[config.mk]
export PLATFORM = sky130hd
export DESIGN_NAME = sprite_row_rle_decoder
export DESIGN_NICKNAME = d
export VERILOG_FILES = /design/src/rtl/core/sprd_pkg.sv /design/src/rtl/core/sprd_in_stage.sv /design/src/rtl/core/sprd_decode.sv /design/src/rtl/core/sprd_out_stage.sv /design/src/rtl/core/sprite_row_rle_decoder.sv
export SDC_FILE = /design/constraint.sdc
export NUM_CORES = 1
export LEC_CHECK = 0
export BUFFER_PORTS_ARGS = -buffer_cell sky130_fd_sc_hd__buf_2
export CORE_ASPECT_RATIO = 2
export CORE_MARGIN = 10
export CORE_UTILIZATION = 55
export CTS_CLUSTER_DIAMETER = 150
export DETAILED_ROUTE_END_ITERATION = 6
export GPL_ROUTABILITY_DRIVEN = 0
export PLACE_DENSITY = 0.88
export SLEW_MARGIN = 10
export SYNTH_ARGS = -nofsm -noshare
export SYNTH_HDL_FRONTEND = slang
export SYNTH_HIERARCHICAL = 1
export SYNTH_SLANG_ARGS = --single-unit
[constraint.sdc]
create_clock -name clk -period 4.1 [get_ports clk]
set_input_delay 0.205 -clock clk [delete_from_list [all_inputs] [get_ports clk]]
set_output_delay 0.205 -clock clk [all_outputs]
set_load 0.1 [all_outputs]
[src/rtl/core/sprd_pkg.sv]
// Shared types and constants of the sprite row run-length decoder.
// Used by every module of the block; depends on nothing.
package sprd_pkg;

  localparam int unsigned COL_W = 9;
  localparam int unsigned LEN_W = 7;
  localparam int unsigned ROW_W = 8;
  localparam int unsigned PIX_W = 8;

  localparam logic [COL_W-1:0] COL_MAX = 9'd511;
  localparam int unsigned TRANSP_BIT = 7;
  localparam int unsigned REPEAT_BIT = 6;

  typedef enum logic [1:0] {
    MODE_CTRL    = 2'd0,
    MODE_REPEAT  = 2'd1,
    MODE_LITERAL = 2'd2
  } mode_t;

  typedef struct packed {
    logic [7:0] data_byte;
    logic       row_last;
  } in_word_t;

  typedef struct packed {
    logic [ROW_W-1:0] row_index;
    logic [COL_W-1:0] x_start;
    logic [LEN_W-1:0] run_length;
    logic [PIX_W-1:0] pixel_value;
    logic             row_done;
  } run_t;

endpackage

[src/rtl/core/sprd_in_stage.sv]
// Input register of the sprite row decoder.
// Holds one coded word until the decode stage takes it; uses sprd_pkg.
module sprd_in_stage import sprd_pkg::*; (
  input  logic     clk,
  input  logic     rst,
  input  logic     in_valid,
  output logic     in_stall,
  input  in_word_t in_word,
  input  logic     take,
  output logic     held_valid,
  output in_word_t held_word
);

  assign in_stall = held_valid && !take;

  always_ff @(posedge clk) begin
    if (rst) begin
      held_valid <= 1'b0;
    end else if (!in_stall) begin
      held_valid <= in_valid;
    end
  end

  always_ff @(posedge clk) begin
    if (!in_stall && in_valid) begin
      held_word <= in_word;
    end
  end

endmodule

[src/rtl/core/sprd_decode.sv]
// Decode state and next-run logic of the sprite row decoder.
// Turns one held word into at most one run descriptor; uses sprd_pkg.
module sprd_decode import sprd_pkg::*; #(
  parameter int unsigned MAX_ROWS = 256
) (
  input  logic     clk,
  input  logic     rst,
  input  logic     fire,
  input  in_word_t word,
  output logic     emit,
  output run_t     run
);

  mode_t            mode;
  mode_t            mode_next;
  logic [LEN_W-1:0] count;
  logic [LEN_W-1:0] count_next;
  logic [LEN_W-1:0] count_dec;
  logic [COL_W-1:0] column;
  logic [COL_W-1:0] column_next;
  logic [ROW_W-1:0] row;
  logic [ROW_W-1:0] row_next;
  logic [LEN_W-1:0] len;
  logic [PIX_W-1:0] pix;
  logic [COL_W:0]   col_sum;
  logic [ROW_W:0]   row_inc;

  assign count_dec = count - 7'd1;
  assign col_sum   = {1'b0, column} + {{(COL_W+1-LEN_W){1'b0}}, len};
  assign row_inc   = {1'b0, row} + {{ROW_W{1'b0}}, 1'b1};

  always_comb begin
    emit       = 1'b0;
    len        = 7'd1;
    pix        = word.data_byte;
    mode_next  = mode;
    count_next = count;
    unique case (mode)
      MODE_REPEAT: begin
        emit       = (count != '0);
        len        = count;
        mode_next  = MODE_CTRL;
        count_next = '0;
      end
      MODE_LITERAL: begin
        emit       = 1'b1;
        count_next = count_dec;
        if (count_dec == '0) begin
          mode_next = MODE_CTRL;
        end
      end
      default: begin
        if (word.data_byte[TRANSP_BIT]) begin
          len        = word.data_byte[6:0];
          pix        = '0;
          mode_next  = MODE_CTRL;
          count_next = '0;
          emit       = (len != '0) && !word.row_last;
        end else if (word.data_byte[REPEAT_BIT]) begin
          mode_next  = MODE_REPEAT;
          count_next = {1'b0, word.data_byte[5:0]};
        end else begin
          count_next = {1'b0, word.data_byte[5:0]};
          mode_next  = (word.data_byte[5:0] != '0) ? MODE_LITERAL : MODE_CTRL;
        end
      end
    endcase

    column_next = column;
    if (emit) begin
      column_next = col_sum[COL_W] ? COL_MAX : col_sum[COL_W-1:0];
    end
    row_next = row;
    if (word.row_last) begin
      row_next    = (32'(row_inc) >= MAX_ROWS) ? '0 : row_inc[ROW_W-1:0];
      mode_next   = MODE_CTRL;
      count_next  = '0;
      column_next = '0;
    end
  end

  assign run.row_index   = row;
  assign run.x_start     = column;
  assign run.run_length  = len;
  assign run.pixel_value = pix;
  assign run.row_done    = word.row_last;

  always_ff @(posedge clk) begin
    if (rst) begin
      mode   <= MODE_CTRL;
      count  <= '0;
      column <= '0;
      row    <= '0;
    end else if (fire) begin
      mode   <= mode_next;
      count  <= count_next;
      column <= column_next;
      row    <= row_next;
    end
  end

endmodule

[src/rtl/core/sprd_out_stage.sv]
// Result register of the sprite row decoder.
// Holds one run descriptor until the receiver takes it; uses sprd_pkg.
module sprd_out_stage import sprd_pkg::*; (
  input  logic clk,
  input  logic rst,
  input  logic load_valid,
  input  run_t load_run,
  output logic ready,
  output logic out_valid,
  input  logic out_stall,
  output run_t out_run
);

  assign ready = !out_valid || !out_stall;

  always_ff @(posedge clk) begin
    if (rst) begin
      out_valid <= 1'b0;
    end else if (ready) begin
      out_valid <= load_valid;
    end
  end

  always_ff @(posedge clk) begin
    if (ready && load_valid) begin
      out_run <= load_run;
    end
  end

endmodule

[src/rtl/core/sprite_row_rle_decoder.sv]
// Sprite row run-length decoder: one coded byte in, at most one run out.
// An accepted byte passes through the input register and the result register to the output.
// Throughput is one byte per cycle while the output is not stalled; the decode step is combinational.
// A synchronous reset empties both registers and returns to row 0, column 0.
// Depends on sprd_pkg, sprd_in_stage, sprd_decode and sprd_out_stage.
module sprite_row_rle_decoder import sprd_pkg::*; #(
  parameter int unsigned MAX_ROWS = 256
) (
  input  logic             clk,
  input  logic             rst,
  input  logic             in_valid,
  output logic             in_stall,
  input  logic [7:0]       data_byte,
  input  logic             row_last,
  output logic             out_valid,
  input  logic             out_stall,
  output logic [ROW_W-1:0] row_index,
  output logic [COL_W-1:0] x_start,
  output logic [LEN_W-1:0] run_length,
  output logic [PIX_W-1:0] pixel_value,
  output logic             row_done
);

  in_word_t in_word;
  in_word_t held_word;
  logic     held_valid;
  logic     out_ready;
  logic     fire;
  logic     emit;
  run_t     run;
  run_t     out_run;

  assign in_word.data_byte = data_byte;
  assign in_word.row_last  = row_last;
  assign fire              = held_valid && out_ready;

  sprd_in_stage u_in (
    .clk        (clk),
    .rst        (rst),
    .in_valid   (in_valid),
    .in_stall   (in_stall),
    .in_word    (in_word),
    .take       (out_ready),
    .held_valid (held_valid),
    .held_word  (held_word)
  );

  sprd_decode #(.MAX_ROWS(MAX_ROWS)) u_dec (
    .clk  (clk),
    .rst  (rst),
    .fire (fire),
    .word (held_word),
    .emit (emit),
    .run  (run)
  );

  sprd_out_stage u_out (
    .clk        (clk),
    .rst        (rst),
    .load_valid (fire && emit),
    .load_run   (run),
    .ready      (out_ready),
    .out_valid  (out_valid),
    .out_stall  (out_stall),
    .out_run    (out_run)
  );

  assign row_index   = out_run.row_index;
  assign x_start     = out_run.x_start;
  assign run_length  = out_run.run_length;
  assign pixel_value = out_run.pixel_value;
  assign row_done    = out_run.row_done;

endmodule

After elaboration in Yosys (flattened, before gate mapping). Cells that the tools add are included.

Input port bits: 13. Register bits after elaboration: 70. Logic and storage cells: 60. Output and inout port bits: 35.

Equality and inequality tests: 3. Reductions and logical operators: 21. Add/sub/neg operators: 3. Mux-type cells: 19. Magnitude comparators: 1.

Operator list (number): $pmux W7 S2 (2); $mux W9 (3); $mux W7 (3); $mux W8 (2); $reduce_bool A7 Y1 (2); $add A9 B7 Y10 (1); $mux W2 (5); $add A8 B1 Y9 const B (1); $ge A9 B9 Y1 const B (1); $logic_not A7 Y1 (1); $sub A7 B1 Y7 const B (1); $logic_and A1 B1 Y1 (6); $mux W6 (1); $reduce_and A2 Y1 (3); $reduce_bool A6 Y1 (1); $logic_not A1 Y1 (5); $pmux W2 S2 (1); $ne A3 B2 Y1 const B (1); $eq A2 B1 Y1 const B (1); $eq A2 B2 Y1 const B (1); $pmux W1 S2 (1); $reduce_bool A2 Y1 (1); $reduce_or A2 Y1 (1); $logic_or A1 B1 Y1 (1); $mux W1 (1).

Longest topological paths before layout.
Depth after elaboration: 6. Gate-level depth with buffers: 13. Gate-level depth less buffers: 12.

Cells and area by module. The synthesis kept the hierarchy.

By module, submodules not included: sprd_decode (area an instance 1954.4 sq um, instances 1, cells each 256, seq. area each 520.5 sq um); sprd_out_stage (area an instance 1029.7 sq um, instances 1, cells each 38, seq. area each 1011.0 sq um); sprd_in_stage (area an instance 320.3 sq um, instances 1, cells each 13, seq. area each 290.3 sq um); sprite_row_rle_decoder (area an instance 12.5 sq um, instances 1, cells each 2, seq. area each 0.0 sq um).

Worst setup path before layout. Ideal clock, no wire load.

Kind: register to register. From: reg u_dec.mode[0]. To: reg u_dec.column[5]. Period minus slack after synthesis: 2.972 ns. Arrival time: 2.902 ns. Stages on the path, launching flop included: 14. Setup time: 0.070 ns. Slack: 1.128 ns. Buffers on the path: 2. Data required time: 4.030 ns. Cells stage by stage: dfxtp_1 inv_1 ha_1 clkbuf_1 and2_1 clkbuf_1 nand2_1 o21ai_0 ha_1 a211oi_1 nor2_1 or4b_1 a41o_1 a21oi_1.

RTL lines: from (decl) (RTL line sprd_decode.sv:14) `mode_t mode;`; from (signal assigned) (RTL line sprd_decode.sv:95) `mode <= mode_next;`; to (signal assigned) (RTL line sprd_decode.sv:97) `column <= column_next;`; to (decl) (RTL line sprd_decode.sv:19) `logic [COL_W-1:0] column;`.

==> flow_metrics.tcl <==
set metrics [dict create \
    rows 40 \
    cts.sink_count 70 \
    core_box_area_um2 5956 \
    die_height_um 129.8 \
    ir_worst_vdd_v 0.0002643 \
    io_pins 48 \
    hold_violations 0 \
    post_layout_nonfiller_instances 424 \
    areaGrowthSynthToFinish_pct 16.22 \
    min_path_cells 1 \
    reg2reg_setup_slack_ps 890 \
    dpl.hpwl_um 5502 \
    report.final.slew_viol_count 0 \
    detailroute.wirelength.met3_um 513 \
    cts_tree "done" \
    clock-root-buffer "sky130_fd_sc_hd__clkbuf_16" \
    overflow 0 \
    layout-drive-gt1-share_pct 19.39 \
    routed.top_layer "met4" \
    cts_repair_resize_count 0 \
    detail-route-antenna-nets 0 \
    syn-num-nets 335 \
    power_density_nw_per_um2 427.3 \
    grt_start_max_net_pins 34 \
    clk-insertion-delay-late_ps 340 \
    routed-wl-met2_um 3929 \
    timing.rr.end "u_dec/column[6]" \
    htreeDepth 3 \
    worst_slew_pin_slew_ps 802.2 \
    worst_slack_ps 885.4 \
    setup_tns_after_final_layout_ps 0 \
    all_layer_global_routing_usage_pct 15.84 \
    worst_hold_path_type "primary input to flip-flop" \
    min_delay_worst_endpoint "u_in/held_word[3]" \
    route.detailed.wl_per_inst_um 17.48 \
    path_clk_slew_ps 60 \
    post_drt_via_cell_ratio 6.167 \
    fmax_ghz 0.3111 \
    critPathLaunch "u_dec/mode[0]" \
    largest_buffer_count_on_any_clock_path 2 \
    synth_cell_types 56 \
    cts-buffers-inserted 9 \
    design.die.area_um2 9725 \
    critical_path_class "flip-flop to flip-flop" \
    worst_hold_slack_ps 38.94 \
    m1WireLength_um 2526 \
    drc_errors 0 \
    relSlewSlack_pct 46.41 \
    status "finished, final reports clean" \
    dieWidth_um 74.91 \
    synth-seq-area-share_pct 54.92 \
    first_global_vias 2543 \
    static_leakage_power_nw 1.518 \
    rsz0062_at_grt "no" \
    post-cts-setup-buffers 0 \
    drtIter0Drc 182 \
    hold_path.startpoint "data_byte[2]" \
    wire_length_of_the_first_global_routing_pass_um 11660 \
    final_nets 382 \
    crit_path_end_kind "flip-flop" \
    post_cts_hold_buffer_count 0 \
    floorplan.initialDensity_pct 55.69 \
    dr.pass1.iters 6 \
    synth-async-reset-ratio_pct 0 \
    synth-warning-count 6 \
    reg2reg_depth 12 \
    netlist_instances 309 \
    num_vias 2615 \
    max_cap_viol_count 0 \
    finalWorstPathRequiredPeriod_ps 3215 \
    syn-mean-instance-area_um2 10.73 \
    r2r-start "u_dec/mode[0]" \
    diodes 0 \
    wire_length_reported_by_the_detailed_router_um 7410 \
    synth_flop_cell "sky130_fd_sc_hd__edfxtp_1" \
    timing.clock.skew_ps 7.112 \
    synthesis.area_um2 3317 \
    final-setup-viol-count 0 \
    crit_path_max_fo 13 \
    utilization_pct 64.73 \
    antenna_found_initial 0 \
    finalCritPeriodShare_pct 78.41 \
    dp_worst_setup_slack_ps 942.9 \
    synth_edf_count 42 \
    io_buffers 47 \
    start_kind "flip-flop" \
    placed_cells_incl_taps 408 \
    worst-endpoint-required_ps 4290 \
    synth_seq_cells 70 \
    worst-endpoint-arrival_ps 3400 \
]
==> worst max-delay path by stage <==
stage / end / cells after the start / slack, ps
2_1_floorplan: u_dec/column[5] / 13 / 1130
3_3_place_gp: u_dec/column[8] / 12 / 1050
3_5_place_dp: u_dec/column[6] / 12 / 940
4_1_cts: u_dec/column[6] / 12 / 940
5_1_grt: u_dec/column[6] / 11 / 700
6_report: u_dec/column[6] / 12 / 890
==> cell type report <==
| cell class | instances | area [um2] |
|---|---|---|
| Inverter | 11 | 41.29 |
| Fill cell | 455 | 2101 |
| Sequential cell | 70 | 1822 |
| Clock buffer | 10 | 239.0 |
| Clock inverter | 6 | 45.04 |
| Tap cell | 63 | 78.83 |
| Multi-Input combinational cell | 216 | 1386 |
| Timing Repair Buffer | 48 | 242.7 |
==> kinds of logic (layout without fill, tap and decap cells) <==
| kind of cell | after synthesis | count (layout) | synth area share [%] |
|---|---|---|---|
| AND/OR/NAND/NOR | 113 | 113 | 16.90 |
| AO/OA/AOI/OAI | 76 | 76 | 15.92 |
| flip-flops | 70 | 70 | 54.92 |
| buffers and inverters | 23 | 75 | 3.282 |
| adder cells (fa/ha/maj) | 13 | 13 | 5.130 |
| XOR/XNOR | 11 | 11 | 2.905 |
| multiplexers | 3 | 3 | 0.9430 |
==> placed cells by master, fill, tap and decap left out, types with 2 or more instances in the layout <==
| cell | instances |
|---|---|
| sky130_fd_sc_hd__a211oi_1 | 3 |
| sky130_fd_sc_hd__a21o_1 | 12 |
| sky130_fd_sc_hd__a21oi_1 | 19 |
| sky130_fd_sc_hd__a221oi_1 | 2 |
| sky130_fd_sc_hd__a311oi_1 | 2 |
| sky130_fd_sc_hd__a41o_1 | 2 |
| sky130_fd_sc_hd__and2_1 | 10 |
| sky130_fd_sc_hd__and3_1 | 6 |
| sky130_fd_sc_hd__buf_2 | 47 |
| sky130_fd_sc_hd__clkbuf_16 | 9 |
| sky130_fd_sc_hd__clkinv_2 | 2 |
| sky130_fd_sc_hd__clkinv_4 | 3 |
| sky130_fd_sc_hd__dfxtp_1 | 28 |
| sky130_fd_sc_hd__edfxtp_1 | 42 |
| sky130_fd_sc_hd__ha_1 | 12 |
| sky130_fd_sc_hd__inv_1 | 11 |
| sky130_fd_sc_hd__mux2i_1 | 2 |
| sky130_fd_sc_hd__nand2_1 | 38 |
| sky130_fd_sc_hd__nand2b_1 | 3 |
| sky130_fd_sc_hd__nand3_1 | 5 |
| sky130_fd_sc_hd__nand4_1 | 4 |
| sky130_fd_sc_hd__nor2_1 | 25 |
| sky130_fd_sc_hd__nor2b_1 | 3 |
| sky130_fd_sc_hd__nor3_1 | 8 |
| sky130_fd_sc_hd__o21ai_0 | 15 |
| sky130_fd_sc_hd__o21bai_1 | 2 |
| sky130_fd_sc_hd__o311ai_0 | 2 |
| sky130_fd_sc_hd__o31ai_1 | 2 |
| sky130_fd_sc_hd__or3_1 | 3 |
| sky130_fd_sc_hd__xnor2_1 | 3 |
| sky130_fd_sc_hd__xor2_1 | 8 |
==> cells in the mapped netlist, types with 2 or more instances <==
| cell | count | area, um2 |
|---|---|---|
| sky130_fd_sc_hd__edfxtp_1 | 42 | 1261 |
| sky130_fd_sc_hd__nand2_1 | 38 | 142.6 |
| sky130_fd_sc_hd__dfxtp_1 | 28 | 560.5 |
| sky130_fd_sc_hd__nor2_1 | 25 | 93.84 |
| sky130_fd_sc_hd__a21oi_1 | 19 | 95.09 |
| sky130_fd_sc_hd__o21ai_0 | 15 | 75.07 |
| sky130_fd_sc_hd__a21o_1 | 12 | 90.09 |
| sky130_fd_sc_hd__ha_1 | 12 | 150.1 |
| sky130_fd_sc_hd__inv_1 | 11 | 41.29 |
| sky130_fd_sc_hd__and2_1 | 10 | 62.56 |
| sky130_fd_sc_hd__nor3_1 | 8 | 40.04 |
| sky130_fd_sc_hd__xor2_1 | 8 | 70.07 |
| sky130_fd_sc_hd__and3_1 | 6 | 37.54 |
| sky130_fd_sc_hd__clkbuf_1 | 6 | 22.52 |
| sky130_fd_sc_hd__nand3_1 | 5 | 25.02 |
| sky130_fd_sc_hd__nand4_1 | 4 | 25.02 |
| sky130_fd_sc_hd__a211oi_1 | 3 | 22.52 |
| sky130_fd_sc_hd__buf_2 | 3 | 15.01 |
| sky130_fd_sc_hd__nand2b_1 | 3 | 18.77 |
| sky130_fd_sc_hd__nor2b_1 | 3 | 18.77 |
| sky130_fd_sc_hd__or3_1 | 3 | 18.77 |
| sky130_fd_sc_hd__xnor2_1 | 3 | 26.28 |
| sky130_fd_sc_hd__a221oi_1 | 2 | 17.52 |
| sky130_fd_sc_hd__a311oi_1 | 2 | 17.52 |
| sky130_fd_sc_hd__a41o_1 | 2 | 20.02 |
| sky130_fd_sc_hd__buf_6 | 2 | 22.52 |
| sky130_fd_sc_hd__mux2i_1 | 2 | 20.02 |
| sky130_fd_sc_hd__o21bai_1 | 2 | 15.01 |
| sky130_fd_sc_hd__o311ai_0 | 2 | 17.52 |
| sky130_fd_sc_hd__o31ai_1 | 2 | 15.01 |
==> state kept, by name, summed over array words and instances, names as in the netlist <==
| register | cells |
|---|---|
| u_dec/column | 9 |
| u_out/out_run | 33 |
| u_out/out_valid | 1 |
| u_in/held_word | 9 |
| u_dec/mode | 2 |
| u_dec/row | 8 |
| u_in/held_valid | 1 |
| u_dec/count | 7 |
==> layer usage <==
layer	vias to the layer above	global-route usage, %
met4	0	12.44
met3	38	4.715
li1	1230	-
met1	1213	14.74
met5	-	0
met2	134	27.36
==> critical path, cell delays in order, from the launching register on <==
cell and delay, ps:
sky130_fd_sc_hd__dfxtp_1 350, sky130_fd_sc_hd__inv_1 50, sky130_fd_sc_hd__ha_1 480, sky130_fd_sc_hd__nand2_1 300, sky130_fd_sc_hd__nor2_1 150, sky130_fd_sc_hd__nor2_1 80, sky130_fd_sc_hd__ha_1 240, sky130_fd_sc_hd__fa_1 440
sky130_fd_sc_hd__a211oi_1 300, sky130_fd_sc_hd__o21bai_1 130, sky130_fd_sc_hd__a21oi_1 190, sky130_fd_sc_hd__xor2_1 220, sky130_fd_sc_hd__o311ai_0 130
==> through the flow <==
step	power [mW]	cell area (um2)
floorplan	0.9080	3317
global route	1.701	3855
CTS	1.662	3855
detailed placement	0.9430	3571
global placement	0.9386	3571
finish	1.647	3855
==> where the power goes <==
part	total, mW	switching [mW]	internal (mW)
clock	0.718	0.291	0.428
sequential	0.778	0.0147	0.763
combinational	0.151	0.112	0.0395
Power figures use the tool's default switching activity.
